<file path="config.mk">
export PLATFORM = sky130hd
export DESIGN_NAME = sap_ctrl
export DESIGN_NICKNAME = d
export VERILOG_FILES = /design/src/rtl/sap_pkg.sv /design/src/rtl/sap_ctrl.sv
export SDC_FILE = /design/constraint.sdc
export NUM_CORES = 1
export LEC_CHECK = 0
export BUFFER_PORTS_ARGS = -buffer_cell sky130_fd_sc_hd__buf_2
export CAP_MARGIN = 10
export CELL_PAD_IN_SITES_DETAIL_PLACEMENT = 0
export CELL_PAD_IN_SITES_GLOBAL_PLACEMENT = 2
export CORE_MARGIN = 2
export CORE_UTILIZATION = 28
export CTS_CLUSTER_SIZE = 14
export DETAILED_ROUTE_END_ITERATION = 8
export GPL_ROUTABILITY_DRIVEN = 0
export GPL_TIMING_DRIVEN = 0
export PLACE_DENSITY_LB_ADDON = 0.1
export SLEW_MARGIN = 20
export SYNTH_ARGS = -nofsm -noshare
export SYNTH_HDL_FRONTEND = slang
export SYNTH_SLANG_ARGS = --single-unit
</file>
<file path="constraint.sdc">
create_clock -name clk -period 4.1 [get_ports clk]
set_clock_uncertainty 0.15 [all_clocks]
set_input_delay 0.82 -clock clk [delete_from_list [all_inputs] [get_ports clk]]
set_output_delay 0.82 -clock clk [all_outputs]
set_load 0.01 [all_outputs]
</file>
<file path="src/rtl/sap_pkg.sv">
// Package for the stereo allpass phaser: word types, register indexes,
// datapath operation codes and the build-time coefficient table.
// No dependencies.
`default_nettype none
package sap_pkg;

  localparam int STAGES            = 4;
  localparam int SAMPLE_RATE       = 48000;
  localparam int COEF_TABLE_DEPTH  = 1024;
  localparam int COEF_AW           = $clog2(COEF_TABLE_DEPTH);
  localparam int STG_W             = (STAGES > 1) ? $clog2(STAGES) : 1;

  // register indexes
  localparam logic [1:0] REG_PHASE_INC = 2'd0;
  localparam logic [1:0] REG_FEEDBACK  = 2'd1;
  localparam logic [1:0] REG_ENABLE    = 2'd2;
  localparam logic [1:0] REG_BLOCK_LEN = 2'd3;

  localparam logic [24:0] PHASE_INC_RST = 25'd8948;
  localparam logic [15:0] FEEDBACK_RST  = 16'd22938;
  localparam logic [12:0] BLOCK_LEN_RST = 13'd64;
  localparam logic [12:0] MAX_BLOCK     = 13'd4096;
  localparam logic [31:0] RIGHT_PHASE   = 32'h4000_0000;

  // datapath operations
  localparam logic [3:0] OP_NONE   = 4'd0;
  localparam logic [3:0] OP_LOAD   = 4'd1;
  localparam logic [3:0] OP_MMUL   = 4'd2;
  localparam logic [3:0] OP_ROM    = 4'd3;
  localparam logic [3:0] OP_COEF   = 4'd4;
  localparam logic [3:0] OP_FB     = 4'd5;
  localparam logic [3:0] OP_DIFF   = 4'd6;
  localparam logic [3:0] OP_STAGE  = 4'd7;
  localparam logic [3:0] OP_OUT    = 4'd8;
  localparam logic [3:0] OP_COMMIT = 4'd9;

  typedef struct packed {
    logic signed [15:0] left_in;
    logic signed [15:0] right_in;
  } in_word_t;

  typedef struct packed {
    logic signed [15:0] left_out;
    logic signed [15:0] right_out;
  } out_word_t;

  typedef struct packed {
    logic [3:0]       op;
    logic             ch;
    logic [STG_W-1:0] stg;
  } sap_cmd_t;

  typedef struct packed {
    logic enable;
    logic block_start;
    logic out_free;
  } sap_status_t;

  typedef logic signed [17:0] coef_rom_t [COEF_TABLE_DEPTH];

  localparam longint Q30 = 64'sd1073741824;
  localparam longint unsigned HALF_PI_Q30 = 64'd1686629713;
  localparam longint unsigned LN2_Q30     = 64'd744261118;
  // Nyquist clamp, 0.45 of a turn in 2^32 units
  localparam longint unsigned TURNS_LIMIT = (64'd9 << 32) / 64'd20;

  // restoring long division, used only while the table is built
  function automatic longint unsigned udiv64(input longint unsigned n,
                                             input longint unsigned d);
    longint unsigned q;
    longint unsigned r;
    q = 0;
    r = 0;
    for (int b = 63; b >= 0; b--) begin
      r = {r[62:0], n[b]};
      q = q << 1;
      if (r >= d) begin
        r = r - d;
        q = q | 64'd1;
      end
    end
    return q;
  endfunction

  // sine of a quarter-wave fraction in Q30
  function automatic longint quarter_sin(input longint unsigned r);
    longint unsigned x;
    longint unsigned x2;
    longint unsigned term;
    longint unsigned dv;
    longint sum;
    sum = 0;
    x = (r * HALF_PI_Q30) >> 30;
    x2 = (x * x) >> 30;
    term = x;
    sum = longint'(x);
    for (int k = 1; k <= 5; k++) begin
      dv = longint'(2 * k * (2 * k + 1));
      term = udiv64((term * x2) >> 30, dv);
      if ((k & 1) == 1) sum = sum - longint'(term);
      else sum = sum + longint'(term);
    end
    if (sum < 0) sum = 0;
    if (sum > Q30) sum = Q30;
    return sum;
  endfunction

  // sine of a full-turn fraction u / 2^32
  function automatic longint turn_sin(input logic [31:0] u);
    longint unsigned r;
    longint unsigned q30u;
    r = longint'(u[29:0]);
    q30u = longint'(Q30);
    case (u[31:30])
      2'd0:    return quarter_sin(r);
      2'd1:    return quarter_sin(q30u - r);
      2'd2:    return -quarter_sin(r);
      default: return -quarter_sin(q30u - r);
    endcase
  endfunction

  // 2^f for f in [0,1), Q30
  function automatic longint unsigned exp2_frac(input longint unsigned f);
    longint unsigned y;
    longint unsigned term;
    longint unsigned sum;
    y = (f * LN2_Q30) >> 30;
    term = longint'(Q30);
    sum = longint'(Q30);
    for (int k = 1; k <= 10; k++) begin
      term = udiv64((term * y) >> 30, longint'(k));
      sum = sum + term;
    end
    return sum;
  endfunction

  // sweep, clamp and bilinear warp folded into one Q1.17 coefficient
  function automatic logic signed [17:0] rom_entry(input int i);
    longint unsigned wide;
    logic [31:0] u;
    longint lfo;
    longint unsigned oct;
    longint unsigned e;
    longint unsigned fc;
    longint unsigned turns;
    longint s;
    longint c;
    longint den;
    longint num;
    longint mag;
    longint v;
    int ip;
    // table depth is a power of two, so i * 2^32 / depth is a shift
    wide = longint'(i) << (32 - COEF_AW);
    u = wide[31:0];
    lfo = turn_sin(u);
    oct = longint'(lfo + Q30) >> 1;
    e = 64'd3 * oct;
    ip = int'(e >> 30);
    fc = (64'd200 * exp2_frac(e & 64'h3FFF_FFFF)) << ip;
    turns = udiv64(fc * 64'd4, longint'(SAMPLE_RATE));
    if (turns > TURNS_LIMIT) turns = TURNS_LIMIT;
    s = turn_sin(turns[31:0]);
    wide = turns + longint'(Q30);
    c = turn_sin(wide[31:0]);
    den = Q30 + ((s > 0) ? s : 0);
    num = -c;
    mag = longint'(udiv64(((num < 0) ? -num : num) * 131072 + (den >>> 1), den));
    v = (num < 0) ? -mag : mag;
    if (v > 131071) v = 131071;
    if (v < -131072) v = -131072;
    return v[17:0];
  endfunction

  function automatic coef_rom_t build_rom();
    coef_rom_t t;
    for (int i = 0; i < COEF_TABLE_DEPTH; i++) t[i] = rom_entry(i);
    return t;
  endfunction

endpackage
`default_nettype wire

</file>
<file path="src/rtl/sap_ctrl.sv">
// Phaser sequencer: when enabled, walks each channel through coefficient
// load at block start, feedback, stages and output. Depends on sap_pkg.
`default_nettype none
module sap_ctrl
  import sap_pkg::*;
(
  input  logic        clk,
  input  logic        rst,
  input  logic        sample_valid,
  output logic        sample_stall,
  input  sap_status_t status,
  output sap_cmd_t    cmd
);

  localparam logic [3:0] S_IDLE = 4'd0;
  localparam logic [3:0] S_MMUL = 4'd1;
  localparam logic [3:0] S_ROM  = 4'd2;
  localparam logic [3:0] S_COEF = 4'd3;
  localparam logic [3:0] S_FB   = 4'd4;
  localparam logic [3:0] S_DIFF = 4'd5;
  localparam logic [3:0] S_STG  = 4'd6;
  localparam logic [3:0] S_OUT  = 4'd7;
  localparam logic [3:0] S_DONE = 4'd8;

  logic [3:0]       state;
  logic [3:0]       state_next;
  logic             ch;
  logic             ch_next;
  logic [STG_W-1:0] stg;
  logic [STG_W-1:0] stg_next;

  assign sample_stall = (state != S_IDLE);

  // next state and command
  always_comb begin
    state_next = state;
    ch_next    = ch;
    stg_next   = stg;
    cmd.op     = OP_NONE;
    cmd.ch     = ch;
    cmd.stg    = stg;
    case (state)
      S_IDLE: begin
        if (sample_valid) begin
          cmd.op  = OP_LOAD;
          ch_next = 1'b0;
          if (!status.enable) state_next = S_DONE;
          else if (status.block_start) state_next = S_MMUL;
          else state_next = S_FB;
        end
      end
      S_MMUL: begin
        cmd.op = OP_MMUL;
        state_next = S_ROM;
      end
      S_ROM: begin
        cmd.op = OP_ROM;
        state_next = S_COEF;
      end
      S_COEF: begin
        cmd.op = OP_COEF;
        state_next = S_FB;
      end
      S_FB: begin
        cmd.op = OP_FB;
        stg_next = '0;
        state_next = S_DIFF;
      end
      S_DIFF: begin
        cmd.op = OP_DIFF;
        state_next = S_STG;
      end
      S_STG: begin
        cmd.op = OP_STAGE;
        if (stg == STG_W'(STAGES - 1)) begin
          state_next = S_OUT;
        end else begin
          stg_next = stg + 1'b1;
          state_next = S_DIFF;
        end
      end
      S_OUT: begin
        cmd.op = OP_OUT;
        if (!ch) begin
          ch_next = 1'b1;
          state_next = status.block_start ? S_MMUL : S_FB;
        end else begin
          state_next = S_DONE;
        end
      end
      S_DONE: begin
        if (status.out_free) begin
          cmd.op = OP_COMMIT;
          state_next = S_IDLE;
        end
      end
      default: state_next = S_IDLE;
    endcase
  end

  always_ff @(posedge clk) begin
    if (rst) begin
      state <= S_IDLE;
      ch    <= 1'b0;
      stg   <= '0;
    end else begin
      state <= state_next;
      ch    <= ch_next;
      stg   <= stg_next;
    end
  end

endmodule
`default_nettype wire

</file>
Word-level counts from Yosys, hierarchy flattened. Cells that the tools add are included.

Bits in registers: 7. Output and inout bits: 8. Input bits: 6. Logic and storage cells: 37.

Mux-type cells: 14. Add/sub/neg operators: 1. Reductions and logical operators: 7. Equal/unequal tests: 12.

Operators by type and width (count): 4-bit one-hot mux with 9 select lines (2); 4-bit 2-to-1 mux (5); 4-bit by 3-bit equality test with 1-bit output, second input constant (4); 4-bit by 2-bit equality test with 1-bit output, second input constant (2); 2-bit != test, second input constant (3); 2-bit AND reduction (3); 4-bit by 1-bit equality test with 1-bit output, second input constant (1); 4-bit equality test, second input constant (1); 4-bit zero test (1); 2-bit 2-to-1 mux (2); 2-bit one-hot mux with 2 select lines (1); 2-bit nonzero test (2); 4-bit nonzero test (1); 3-bit 2-to-1 mux (1); 2-bit by 1-bit adder with 2-bit output, second input constant (1); 2-bit equality test, second input constant (1); 1-bit 2-to-1 mux (2); 1-bit one-hot mux with 2 select lines (1).

Longest topological paths before layout.
Word-level depth: 4. Mapped depth: 4. Depth with buffers taken out: 4.

Worst setup path after synthesis. OpenSTA, ideal clock, no wires.

Path kind: input to output. From: in status[0] (netlist bit). To: out cmd[3] (netlist bit). Cell stages on the path: 3. Buffers on the path: 0. Setup slack: 1825 ps. Data required time: 3130 ps. Data arrival time: 1305 ps. Cells stage by stage: nand2_1 -> o32a_1 -> nor2_1.

RTL lines: from (decl) (RTL line sap_ctrl.sv:11) `input sap_status_t status,`; to (decl) (RTL line sap_ctrl.sv:12) `output sap_cmd_t cmd`.

==> summary.md <==
| Metric | Value |
|---|---|
| Routed vias | `490` |
| GR Util All Layers | `13.7%` |
| Starting Density | `30.3%` |
| Post-synth cell types | `32` |
| Synthesized area per cell | `7.69 um2` |
| Drt first pass iters | `4` |
| CTS clk-pin slew, worst paths | `0.06 ns` |
| Root Driver | `clkbuf_4` |
| Cell family with most CP delay | `buffers and inverters` |
| Hold Path Class | `register to register` |
| Commonest non-fill, non-tap cell in the layout | `buf_2` |
| Residual DRC | `0` |
| Synth top area cells | `dfxtp_1, nand2_1, a21oi_1` |
| Post-synth top area share | `30.4%` |
| Initial antenna violation count | `0` |
| Crit path buffers/inverters | `2` |
| Fraction of layout cells with a size suffix above 1 | `27.3%` |
| RSZ-0062 raised after global routing | `false` |
| Psw | `59.2 uW` |
| Logic pwr share | `28.9%` |
| Largest stage delay on the critical path | `0.46 ns` |
| Worst hold slack | `0.346 ns` |
| Die X | `44.6 um` |
| Clock Path Buffers | `2` |
| Synthesis-stage register bit count | `7` |
| Pwr dens | `337 nW/um2` |
| CP Launch Type | `register` |
| Total Routed Length | `1.20 mm` |
| Internal power | `134 uW` |
| Vias in the first global route | `423` |
| Chip height | `44.6 um` |
| CP Capture Type | `output port` |
| Critical path peak fanout | `10` |
| Number of synthesized flops with an enable pin | `0` |
| Crit path arrival time | `1.59 ns` |
| H-tree depth | `1` |
| Non-filler instance count after layout | `93` |
| Outcome | `complete, no violations` |
| I/O pin cnt | `14` |
| Commonest non-fill, non-tap cells in the layout | `buf_2, nand2_1, dfxtp_1` |
| Clk_lat worst skew | `0.25 ns` |
| CTS tree | `done` |
| Final Hold Viols | `0` |
| Worst rel slew slack | `72.1%` |
| Sw Share | `30.7%` |
| Slew Limit Fails | `0` |
| Core ar. | `1520 um2` |
| Power Total | `193 uW` |
| Clock sink count | `7` |
| Clock power frac | `32.7%` |
| Vias per inst | `5.27` |
| Ys Warns | `0` |
| # hold bufs at CTS | `0` |
| Postcts setup bufs | `0` |
| Final #Nets | `85` |
| Cell taking the most area after synthesis | `dfxtp_1` |
| Post-cts resize count | `0` |
| Port bufs | `13` |
| Layout area overhead | `24.1%` |
| CTS Buf Count | `3` |
| Fmax | `390 MHz` |
| Pleak | `0.000237 uW` |
| Async SR Flop Fraction | `0%` |
| MaxCap Viol Count | `0` |
| Final setup fails | `0` |
| Sum of negative setup slack | `0 ns` |
| # rows | `14` |
| Post-synthesis net count | `67` |
| Synthesized netlist cell count | `60` |
| Slowest CP cell | `dfxtp_1` |
| Seq pwr share | `38.3%` |
| Global route total overflow | `0` |
| Largest net degree at the start of global routing | `11` |
| Mapped Area | `462 um2` |
| CP Class | `register to output port` |
| Wire length per cell | `12.9 um` |
| Placed wire-length estimate | `871 um` |
| N_diodes | `0` |
| Initial DRC count | `6` |
| Peak supply drop | `0.000115 V` |
| Min Tclk post-route | `2.56 ns` |
| Worst-margin pin slew | `0.418 ns` |
| Placed cell count | `89` |
| Worst Path Required | `3.13 ns` |
| Ys flop type | `dfxtp_1` |
| Global-route wire length before repair | `1.95 mm` |
| Cell-by-cell listing of the critical path | `clkbuf_1, nor3_1, o32a_1, nor2_1, buf_2` |
| Register area share after synthesis | `30.4%` |
| Post-route ant nets | `0` |
| Tcrit/Tclk final | `62.5%` |
| Die area | `1990 um2` |
synthesized netlist by cell type (all sizes together), types with 2 or more instances:
library cell	n
inv	3
or2	2
o21bai	2
dfxtp	7
or4	2
nand2	7
o21ai	6
buf	4
a31oi	2
a21oi	5
or3	2
nor2	3
kinds of logic after synthesis:
group,share of synthesized area [%]
simple gates,28.2
flops,30.4
fa+ha+maj,2.71
buf+inv,9.48
compound gates,29.3
layout make-up:
| class | instances | area (um2) |
|---|---|---|
| Tap cell | 16 | 20.0 |
| Sequential cell | 7 | 140 |
| Buffer | 5 | 32.5 |
| Fill cell | 172 | 951 |
| Multi-Input combinational cell | 45 | 278 |
| Inverter | 3 | 11.3 |
| Clock buffer | 4 | 26.3 |
| Timing Repair Buffer | 13 | 65.1 |
registers in the layout, indices dropped and copies added (netlist names):
register and flops:
stg 2, ch 1, state 4
stage by stage:
step                instance area [um2]  worst slack, ns  utilization (%)
floorplan                           462             1.82                -
finish                              573             1.54             37.6
global route                        573             1.40             37.6
detailed placement                  547             1.65             35.9
CTS                                 573             1.53             37.6
global placement                    547             1.64             35.9
tightest hold or removal path, stage by stage (launching register included):
cell	delay (ns)
dfxtp_1	0.32
o21ai_0	0.07
a21oi_1	0.06
power by group through the flow:
stage	Combinational (uW)	Clock, uW	Sequential, uW
finish	55.8	63.1	73.9
global route	61.9	70.3	74.3
CTS	55.8	65.2	73.9
detailed placement	55.7	0	75.4
global placement	56.2	0	75.5
floorplan	38.6	0	74.7
path summary, 6_finish.rpt:
check | start | end | slack (ns) | cells past startpoint
max | state[1] | cmd[3] | 1.54 | 5
min | stg[1] | stg[1] | 0.35 | 2
max reg2reg | stg[0] | stg[0] | 2.48 | 4
min reg2reg | stg[1] | stg[1] | 0.35 | 2
per-layer routing:
| metal | wire length, um | GRT usage (%) | share of wire, % |
|---|---|---|---|
| met1 | 626 | 20.0 | 52 |
| met2 | 467 | 17.4 | 39 |
| met3 | 90 | 4.08 | 7.5 |
| met4 | 13 | 7.27 | 1.1 |
| met5 | 0 | 0 | 0 |
No activity file was read; power rests on OpenSTA's default activity.
